==> src/hw/rtl/sha_pkg.sv <==
// ---------------------------------------------------------------------------
// sha_pkg
// Shared types, codes and helpers for the segment hole allocator.
// ---------------------------------------------------------------------------
package sha_pkg;

  localparam int MAX_HOLES  = 16;
  localparam int ADDR_BITS  = 16;
  localparam int LEN_W      = ADDR_BITS + 1;
  localparam int IDX_W      = $clog2(MAX_HOLES);
  localparam int CNT_W      = IDX_W + 1;
  localparam int MEM_SIZE_W = 17;
  localparam int CFG_IDX_W  = 2;
  localparam int CFG_DATA_W = 17;

  typedef enum logic [1:0] {
    OP_ALLOC = 2'd0,
    OP_FREE  = 2'd1,
    OP_INIT  = 2'd2
  } op_e;

  typedef enum logic [1:0] {
    ST_OK       = 2'd0,
    ST_NO_TOTAL = 2'd1,
    ST_COMPACT  = 2'd2,
    ST_FULL     = 2'd3
  } status_e;

  typedef enum logic [1:0] {
    FIT_FIRST = 2'd0,
    FIT_BEST  = 2'd1,
    FIT_WORST = 2'd2
  } fit_e;

  typedef enum logic [CFG_IDX_W-1:0] {
    REG_FIT_POLICY  = 2'd0,
    REG_MEMORY_SIZE = 2'd1
  } reg_idx_e;

  typedef enum logic [1:0] {
    SH_NONE  = 2'd0,
    SH_LEFT  = 2'd1,   // cells at and above sh_idx take their right neighbor
    SH_RIGHT = 2'd2    // cells above sh_idx take their left neighbor
  } shift_e;

  typedef struct packed {
    logic [1:0]  operation;
    logic [15:0] request_size;
    logic [15:0] free_base;
  } request_t;

  typedef struct packed {
    logic [1:0]  status;
    logic [15:0] alloc_base;
  } result_t;

  typedef struct packed {
    logic [ADDR_BITS-1:0] start;
    logic [LEN_W-1:0]     len;
  } hole_t;

  typedef struct packed {
    logic             wr_en;
    logic [IDX_W-1:0] wr_idx;
    hole_t            wr_hole;
    shift_e           shift;
    logic [IDX_W-1:0] sh_idx;
  } cell_ctl_t;

  function automatic logic [LEN_W-1:0] sat_add(input logic [LEN_W-1:0] a,
                                               input logic [LEN_W-1:0] b);
    logic [LEN_W:0] s;
    s = {1'b0, a} + {1'b0, b};
    return s[LEN_W] ? {LEN_W{1'b1}} : s[LEN_W-1:0];
  endfunction

endpackage

==> src/hw/rtl/segment_hole_allocator.sv <==
// ---------------------------------------------------------------------------
// segment_hole_allocator
// Base-sorted free hole table with first/best/worst fit and coalescing free.
// ---------------------------------------------------------------------------
//  channel  | signals                               | accepted when
//  ---------+---------------------------------------+----------------------
//  request  | start, busy, request                  | start & !busy
//  result   | done, result                          | done (one cycle)
//  config   | cfg_valid, cfg_ready, cfg_index/data  | cfg_valid & cfg_ready
//
// Allocate scans every hole; free scans up to the insert position p and then
// checks for neighbors to join; init and unused ops do no scan. The scan reads
// one table slot per cycle. Reset empties the table and clears the total.
// Results cannot be stalled; busy drops in the cycle done is shown.
module segment_hole_allocator import sha_pkg::*; (
  input  logic                  clk,
  input  logic                  rst,
  input  logic                  start,
  output logic                  busy,
  input  request_t              request,
  output logic                  done,
  output result_t               result,
  input  logic                  cfg_valid,
  output logic                  cfg_ready,
  input  logic [CFG_IDX_W-1:0]  cfg_index,
  input  logic [CFG_DATA_W-1:0] cfg_data
);

  typedef enum logic [1:0] {S_IDLE, S_SCAN, S_CHECK, S_APPLY} state_t;

  state_t                state;
  request_t              req;
  logic [CNT_W-1:0]      idx;
  logic [CNT_W-1:0]      hole_count;
  logic [LEN_W-1:0]      total_free;
  logic [1:0]            fit_policy;
  logic [MEM_SIZE_W-1:0] memory_size;
  logic                  pick_v;
  logic [IDX_W-1:0]      pick_idx;
  hole_t                 pick;
  logic                  prv_v;
  hole_t                 prv;
  logic                  nxt_v;
  hole_t                 nxt;
  logic                  jp;
  logic                  jn;

  hole_t                 holes [MAX_HOLES];
  cell_ctl_t             ctl;
  hole_t                 cur;
  logic [LEN_W-1:0]      sz;
  logic                  fits;
  logic                  take;
  logic                  in_range;
  logic [CNT_W-1:0]      count_next;
  logic [LEN_W-1:0]      total_next;
  logic [1:0]            status_next;
  logic [15:0]           base_next;
  logic [LEN_W-1:0]      shrunk;
  logic [LEN_W-1:0]      merged;
  logic [IDX_W-1:0]      p_idx;
  logic [LEN_W-1:0]      init_len;
  logic [ADDR_BITS+1:0]  prv_end;
  logic [LEN_W:0]        rgn_end;

  assign cfg_ready = 1'b1;
  assign busy      = (state != S_IDLE);

  // cell chain
  for (genvar g = 0; g < MAX_HOLES; g++) begin : g_cell
    sha_cell u_cell (
      .clk      (clk),
      .cell_idx (IDX_W'(g)),
      .ctl      (ctl),
      .left_in  (holes[(g == 0) ? 0 : g - 1]),
      .right_in (holes[(g == MAX_HOLES - 1) ? g : g + 1]),
      .q        (holes[g])
    );
  end

  assign cur      = holes[idx[IDX_W-1:0]];
  assign sz       = LEN_W'(req.request_size);
  assign fits     = cur.len >= sz;
  assign in_range = idx < hole_count;
  assign p_idx    = idx[IDX_W-1:0];
  assign shrunk   = pick.len - sz;
  assign merged   = sat_add(sat_add(prv.len, sz), jn ? nxt.len : '0);
  assign prv_end  = (ADDR_BITS+2)'(prv.start) + (ADDR_BITS+2)'(prv.len);
  assign rgn_end  = (LEN_W+1)'(req.free_base) + (LEN_W+1)'(req.request_size);
  assign init_len = (memory_size > MEM_SIZE_W'(1 << ADDR_BITS))
                    ? LEN_W'(1 << ADDR_BITS) : LEN_W'(memory_size);

  always_comb begin
    unique case (fit_policy)
      FIT_BEST:  take = fits && (!pick_v || cur.len < pick.len);
      FIT_WORST: take = !pick_v || cur.len > pick.len;
      default:   take = fits && !pick_v;
    endcase
  end

  // table update, issued in the apply cycle
  always_comb begin
    ctl         = '0;
    ctl.shift   = SH_NONE;
    count_next  = hole_count;
    total_next  = total_free;
    status_next = ST_OK;
    base_next   = '0;
    if (state == S_APPLY) begin
      case (req.operation)
        OP_ALLOC: begin
          if (total_free < sz) begin
            status_next = ST_NO_TOTAL;
          end else if (!pick_v || pick.len < sz) begin
            status_next = ST_COMPACT;
          end else begin
            base_next  = pick.start;
            total_next = total_free - sz;
            if (shrunk == '0) begin
              ctl.shift  = SH_LEFT;
              ctl.sh_idx = pick_idx;
              count_next = hole_count - 1'b1;
            end else begin
              ctl.wr_en         = 1'b1;
              ctl.wr_idx        = pick_idx;
              ctl.wr_hole.start = pick.start + req.request_size;
              ctl.wr_hole.len   = shrunk;
            end
          end
        end
        OP_FREE: begin
          if (req.request_size == '0) begin
            status_next = ST_OK;
          end else if (!jp && !jn && hole_count >= CNT_W'(MAX_HOLES)) begin
            status_next = ST_FULL;
          end else begin
            total_next = sat_add(total_free, sz);
            ctl.wr_en  = 1'b1;
            if (jp) begin
              ctl.wr_idx      = p_idx - 1'b1;
              ctl.wr_hole     = prv;
              ctl.wr_hole.len = merged;
              if (jn) begin
                ctl.shift  = SH_LEFT;
                ctl.sh_idx = p_idx;
                count_next = hole_count - 1'b1;
              end
            end else if (jn) begin
              ctl.wr_idx        = p_idx;
              ctl.wr_hole.start = req.free_base;
              ctl.wr_hole.len   = sat_add(nxt.len, sz);
            end else begin
              ctl.wr_idx        = p_idx;
              ctl.wr_hole.start = req.free_base;
              ctl.wr_hole.len   = sz;
              ctl.shift         = SH_RIGHT;
              ctl.sh_idx        = p_idx;
              count_next        = hole_count + 1'b1;
            end
          end
        end
        OP_INIT: begin
          total_next = init_len;
          count_next = (init_len != '0) ? CNT_W'(1) : '0;
          ctl.wr_en  = 1'b1;
          ctl.wr_idx = '0;
          ctl.wr_hole.start = '0;
          ctl.wr_hole.len   = init_len;
        end
        default: ;
      endcase
    end
  end

  always_ff @(posedge clk) begin
    if (rst) begin
      state       <= S_IDLE;
      hole_count  <= '0;
      total_free  <= '0;
      fit_policy  <= FIT_FIRST;
      memory_size <= MEM_SIZE_W'(4096);
      done        <= 1'b0;
    end else begin
      done <= 1'b0;
      if (cfg_valid && cfg_ready) begin
        case (cfg_index)
          REG_FIT_POLICY:  fit_policy  <= cfg_data[1:0];
          REG_MEMORY_SIZE: memory_size <= cfg_data[MEM_SIZE_W-1:0];
          default: ;
        endcase
      end
      unique case (state)
        S_IDLE: begin
          if (start) begin
            req    <= request;
            idx    <= '0;
            pick_v <= 1'b0;
            prv_v  <= 1'b0;
            state  <= S_SCAN;
          end
        end
        S_SCAN: begin
          if (req.operation == OP_ALLOC) begin
            if (in_range) begin
              if (take) begin
                pick_v   <= 1'b1;
                pick_idx <= idx[IDX_W-1:0];
                pick     <= cur;
              end
              idx <= idx + 1'b1;
            end else begin
              state <= S_APPLY;
            end
          end else if (req.operation == OP_FREE) begin
            if (in_range && cur.start <= req.free_base) begin
              prv_v <= 1'b1;
              prv   <= cur;
              idx   <= idx + 1'b1;
            end else begin
              nxt_v <= in_range;
              nxt   <= cur;
              state <= S_CHECK;
            end
          end else begin
            state <= S_APPLY;
          end
        end
        S_CHECK: begin
          jp    <= prv_v && prv_end == (ADDR_BITS+2)'(req.free_base);
          jn    <= nxt_v && rgn_end == (LEN_W+1)'(nxt.start);
          state <= S_APPLY;
        end
        S_APPLY: begin
          hole_count        <= count_next;
          total_free        <= total_next;
          result.status     <= status_next;
          result.alloc_base <= base_next;
          done              <= 1'b1;
          state             <= S_IDLE;
        end
        default: state <= S_IDLE;
      endcase
    end
  end

endmodule

==> src/hw/rtl/sha_cell.sv <==
// ---------------------------------------------------------------------------
// sha_cell
// One slot of the hole table; loads new data or a neighbor's entry.
// ---------------------------------------------------------------------------
module sha_cell import sha_pkg::*; (
  input  logic             clk,
  input  logic [IDX_W-1:0] cell_idx,
  input  cell_ctl_t        ctl,
  input  hole_t            left_in,
  input  hole_t            right_in,
  output hole_t            q
);

  hole_t q_next;

  always_comb begin
    q_next = q;
    if (ctl.wr_en && ctl.wr_idx == cell_idx) begin
      q_next = ctl.wr_hole;
    end else if (ctl.shift == SH_LEFT && cell_idx >= ctl.sh_idx) begin
      q_next = right_in;
    end else if (ctl.shift == SH_RIGHT && cell_idx > ctl.sh_idx) begin
      q_next = left_in;
    end
  end

  always_ff @(posedge clk) begin
    q <= q_next;
  end

endmodule

==> config.mk <==
export PLATFORM = sky130hd
export DESIGN_NAME = segment_hole_allocator
export DESIGN_NICKNAME = d
export VERILOG_FILES = /design/src/hw/rtl/sha_pkg.sv /design/src/hw/rtl/segment_hole_allocator.sv /design/src/hw/rtl/sha_cell.sv
export SDC_FILE = /design/constraint.sdc
export NUM_CORES = 2
export LEC_CHECK = 0
export BUFFER_PORTS_ARGS = -buffer_cell sky130_fd_sc_hd__buf_4
export CORE_ASPECT_RATIO = 1.5
export CORE_MARGIN = 2
export CORE_UTILIZATION = 55
export CTS_BUF_LIST = sky130_fd_sc_hd__clkbuf_8 sky130_fd_sc_hd__clkbuf_16
export DETAILED_ROUTE_END_ITERATION = 8
export PLACE_DENSITY = 0.73
export SKIP_LAST_GASP = 1
export SYNTH_ARGS = -nofsm -noshare
export SYNTH_HDL_FRONTEND = slang
export SYNTH_SLANG_ARGS = --single-unit
==> constraint.sdc <==
create_clock -name clk -period 10.1 [get_ports clk]
set_clock_uncertainty 0.1 [all_clocks]
set_input_delay 1.515 -clock clk [delete_from_list [all_inputs] [get_ports clk]]
set_output_delay 1.515 -clock clk [all_outputs]
set_load 0.01 [all_outputs]
==> results.md <==
* Post-Syn Area at 48400 um2
* Top-area cell type share of the netlist area at 43.0%
* Drc violations at 0
* Total gr overflow at 0
* Hold Path Class: reg -> reg
* Reg area at roughly 22000 um2
* Routed wire length at 160000 um
* Fin Setup TNS at 0 ns
* # Max-Cap Violations at 0
* Largest net degree at the start of global routing at 82
* H-tree levels at 3
* Peak Freq at 139 MHz
* CP required at 10.35 ns
* Slew Limit Fails at 0
* Fin Hold WS at 0.393 ns
* Drt pass-1 iters at 6
* Largest cells by area after synthesis: edfxtp_1 43%, mux2i_1 19%, mux4_2 7.7%, ha_1 5.4%, xnor2_1 2.2%
* Ys async rst share at 0%
* Per-cell routed wire length at ~31 um
* Most common cell in the synthesized netlist: mux2i_1
* Core area at 87400 um2
* Cell count after synthesis at 3922
* Die H at 367 um
* Critical path launch point type: flip-flop
* Number of flops mapped to enable cells by yosys at 693
* Fill cell count at between 7000 and 8000
* # resized after CTS at 0
* First-pass GRT wire length at 233000 um
* Final instance area at around 53000 um2
* Area leader, netlist: edfxtp_1
* CP Max Fanout at 16
* Final setup fails at 0
* Initial antenna violation count at 4
* Die X at 246 um
* CTS tree: yes
* GP Congestion at 1.02
* Vias in the first global route at about 36000
* DR vias/cell at 6.95
* Starting density of the core at 55.3%
* Final worst-path cycle share at 71.4%
* Placed Area at 50100 um2
* Leading register cell type out of synthesis: edfxtp_1
* Power Density at 174 nW/um2
* Tot GR Track Use at 35.1%
* Number of antenna-violating nets in the routed design at 0
* WP data arrival at 7.47 ns
* Clk Latency, worst-skew pair at 0.69 ns
* TritonCTS buffer count at 75
* Post-CTS setup buffer count at 0
* Reg clk slew, reported paths at around 0.060 ns
* I/O Pins at 78
* Setup repair after global routing missed its margin: false
* HPWL after DPL at roughly 110000 um
* Sequential share of the synthesized area at approximately 45%
* Slew @ Worst Pin at 1.33 ns
* Total die area at around 90000 um2
* Leakage at 20.9 nW
* Vias at 35505
* Distinct cell type count after synthesis at between 90 and 100
* Layout cells sized above 1 at 13.2%
* Hold_buf cts at 0
* # rows at ~130
* Slew headroom at 10.9%
* # clock sinks at 737
* Post-synthesis average cell area at between 10 and 15 um2
* Peak VDD IR at 0.171 mV
* Area of the multi-input gates at ~25000 um2
* Status: finished, final reports clean
* Post-Syn Nets at 4197
* Buffers on Ports at 76
* Setup crit end kind: flip-flop
* Flops & latches, synth at 737
* Setup CP Type: reg -> reg
* Root buffer cell: clkbuf_16
* Commonest cells in the netlist: 936 x mux2i_1, 693 x edfxtp_1, 209 x ha_1
* Nets at between 4000 and 5000
* Area Growth Syn to Fin at 8.59%
* Bufs on Longest Clock Path at 3
* Syn. warnings at 0
* Final hold viol count at 0
* Iter 0 DRT Violations at 3638
* Tmin final at ~7.2 ns
-- worst max-delay path, cell delays in order, from the launching register on --
cell and delay, ns:
edfxtp_1 0.61, ha_1 0.43, a21oi_1 0.23, o21bai_1 0.10
a21oi_1 0.26, o21ba_2 0.19, o211ai_1 0.11, a31oi_1 0.23
o21ai_0 0.10, a21oi_1 0.31, a2bb2oi_1 0.23, buf_4 0.24
nand2b_1 0.09, ha_1 0.27, a21o_1 0.17, a21oi_1 0.28
o21ai_0 0.20, nand3_1 0.18, a211oi_1 0.11, or3_1 0.39
a311o_1 0.47, inv_1 0.21, a21oi_1 0.18, o21ai_1 0.97
mux2i_1 0.22
-- report_power, final --
group | leakage, nW | internal (mW) | switching, mW
registers | 6.63 | 3.51 | 0.0862
logic | 13.1 | 1.05 | 1.70
clock network | 1.21 | 1.49 | 1.28
-- flip-flops by register name (all words and copies together) (netlist names), 2 cells and up --
register	flops
pick	33
total_free	17
nxt	33
state	2
hole_count	5
prv	33
idx	5
req	34
fit_policy	2
g_cell.u_cell.q	528
pick_idx	4
memory_size	17
result	18
-- final timing paths --
| path | from | end | slack [ns] | depth (start not counted) |
|---|---|---|---|---|
| worst max-delay path | req[18]$_DFFE_PP_ | g_cell[14].u_cell.q[12]$_DFFE_PP_ | 2.89 | 24 |
| worst min-delay path | memory_size[0]$_SDFFE_PP0P_ | memory_size[0]$_SDFFE_PP0P_ | 0.39 | 2 |
| worst max register to register | req[18]$_DFFE_PP_ | g_cell[14].u_cell.q[12]$_DFFE_PP_ | 2.89 | 24 |
| worst min register to register | memory_size[0]$_SDFFE_PP0P_ | memory_size[0]$_SDFFE_PP0P_ | 0.39 | 2 |
-- layout make-up --
| type | count | area share, % |
|---|---|---|
| well taps | 1147 | 2.73 |
| repair buffers | 172 | 2.48 |
| clock inverters | 59 | 0.846 |
| clock buffers | 77 | 3.65 |
| diodes | 2 | 0.00953 |
| flip-flops and latches | 737 | 41.3 |
| inverters | 111 | 0.794 |
| multi-input cells | 2807 | 48.2 |
-- routing by layer --
metal	routed length, um	up-vias	global-route usage [%]
met5	16	-	0
met4	14000	4	26.6
met3	13800	712	7.04
met2	77100	2012	58.1
met1	55000	17622	39.9
li1	-	15155	-
-- logic make-up after synthesis --
| kind of cell | Yosys count | share of synthesized area, % |
|---|---|---|
| AO/OA/AOI/OAI | 720 | 9.71 |
| multiplexers | 1102 | 27.1 |
| AND/OR/NAND/NOR | 621 | 6.47 |
| adder cells (fa/ha/maj) | 218 | 5.78 |
| other | 1 | 0.00776 |
| XOR/XNOR | 145 | 2.63 |
| buffers and inverters | 378 | 3.46 |
| flip-flops | 737 | 44.9 |
-- through the flow --
step | utilization, % | setup WS, ns | total power, mW | cells
after floorplan | - | 0.130 | 5.39 | 3922
after detailed placement | 57.4 | 3.13 | 6.32 | 4974
after CTS | 60.1 | 3.02 | 9.07 | 5110
final | 60.1 | 2.89 | 9.11 | 5112
after global placement | 57.4 | 3.31 | 6.30 | 4974
after global routing | 60.1 | 2.43 | 9.39 | 5110
-- cell usage in the layout, fill, tap and decap left out, drive strengths merged, types with 77 or more instances in the layout --
| cell type | synthesis | final |
|---|---|---|
| xnor2 | 121 | 121 |
| o21ai | 215 | 215 |
| inv | 110 | 130 |
| buf | 129 | 172 |
| edfxtp | 693 | 693 |
| nor2 | 139 | 139 |
| ha | 209 | 209 |
| nand2 | 166 | 166 |
| mux4 | 165 | 165 |
| a21oi | 146 | 146 |
| clkbuf | 138 | 77 |
| mux2i | 936 | 936 |
No activity file was read; power rests on OpenSTA's default activity.
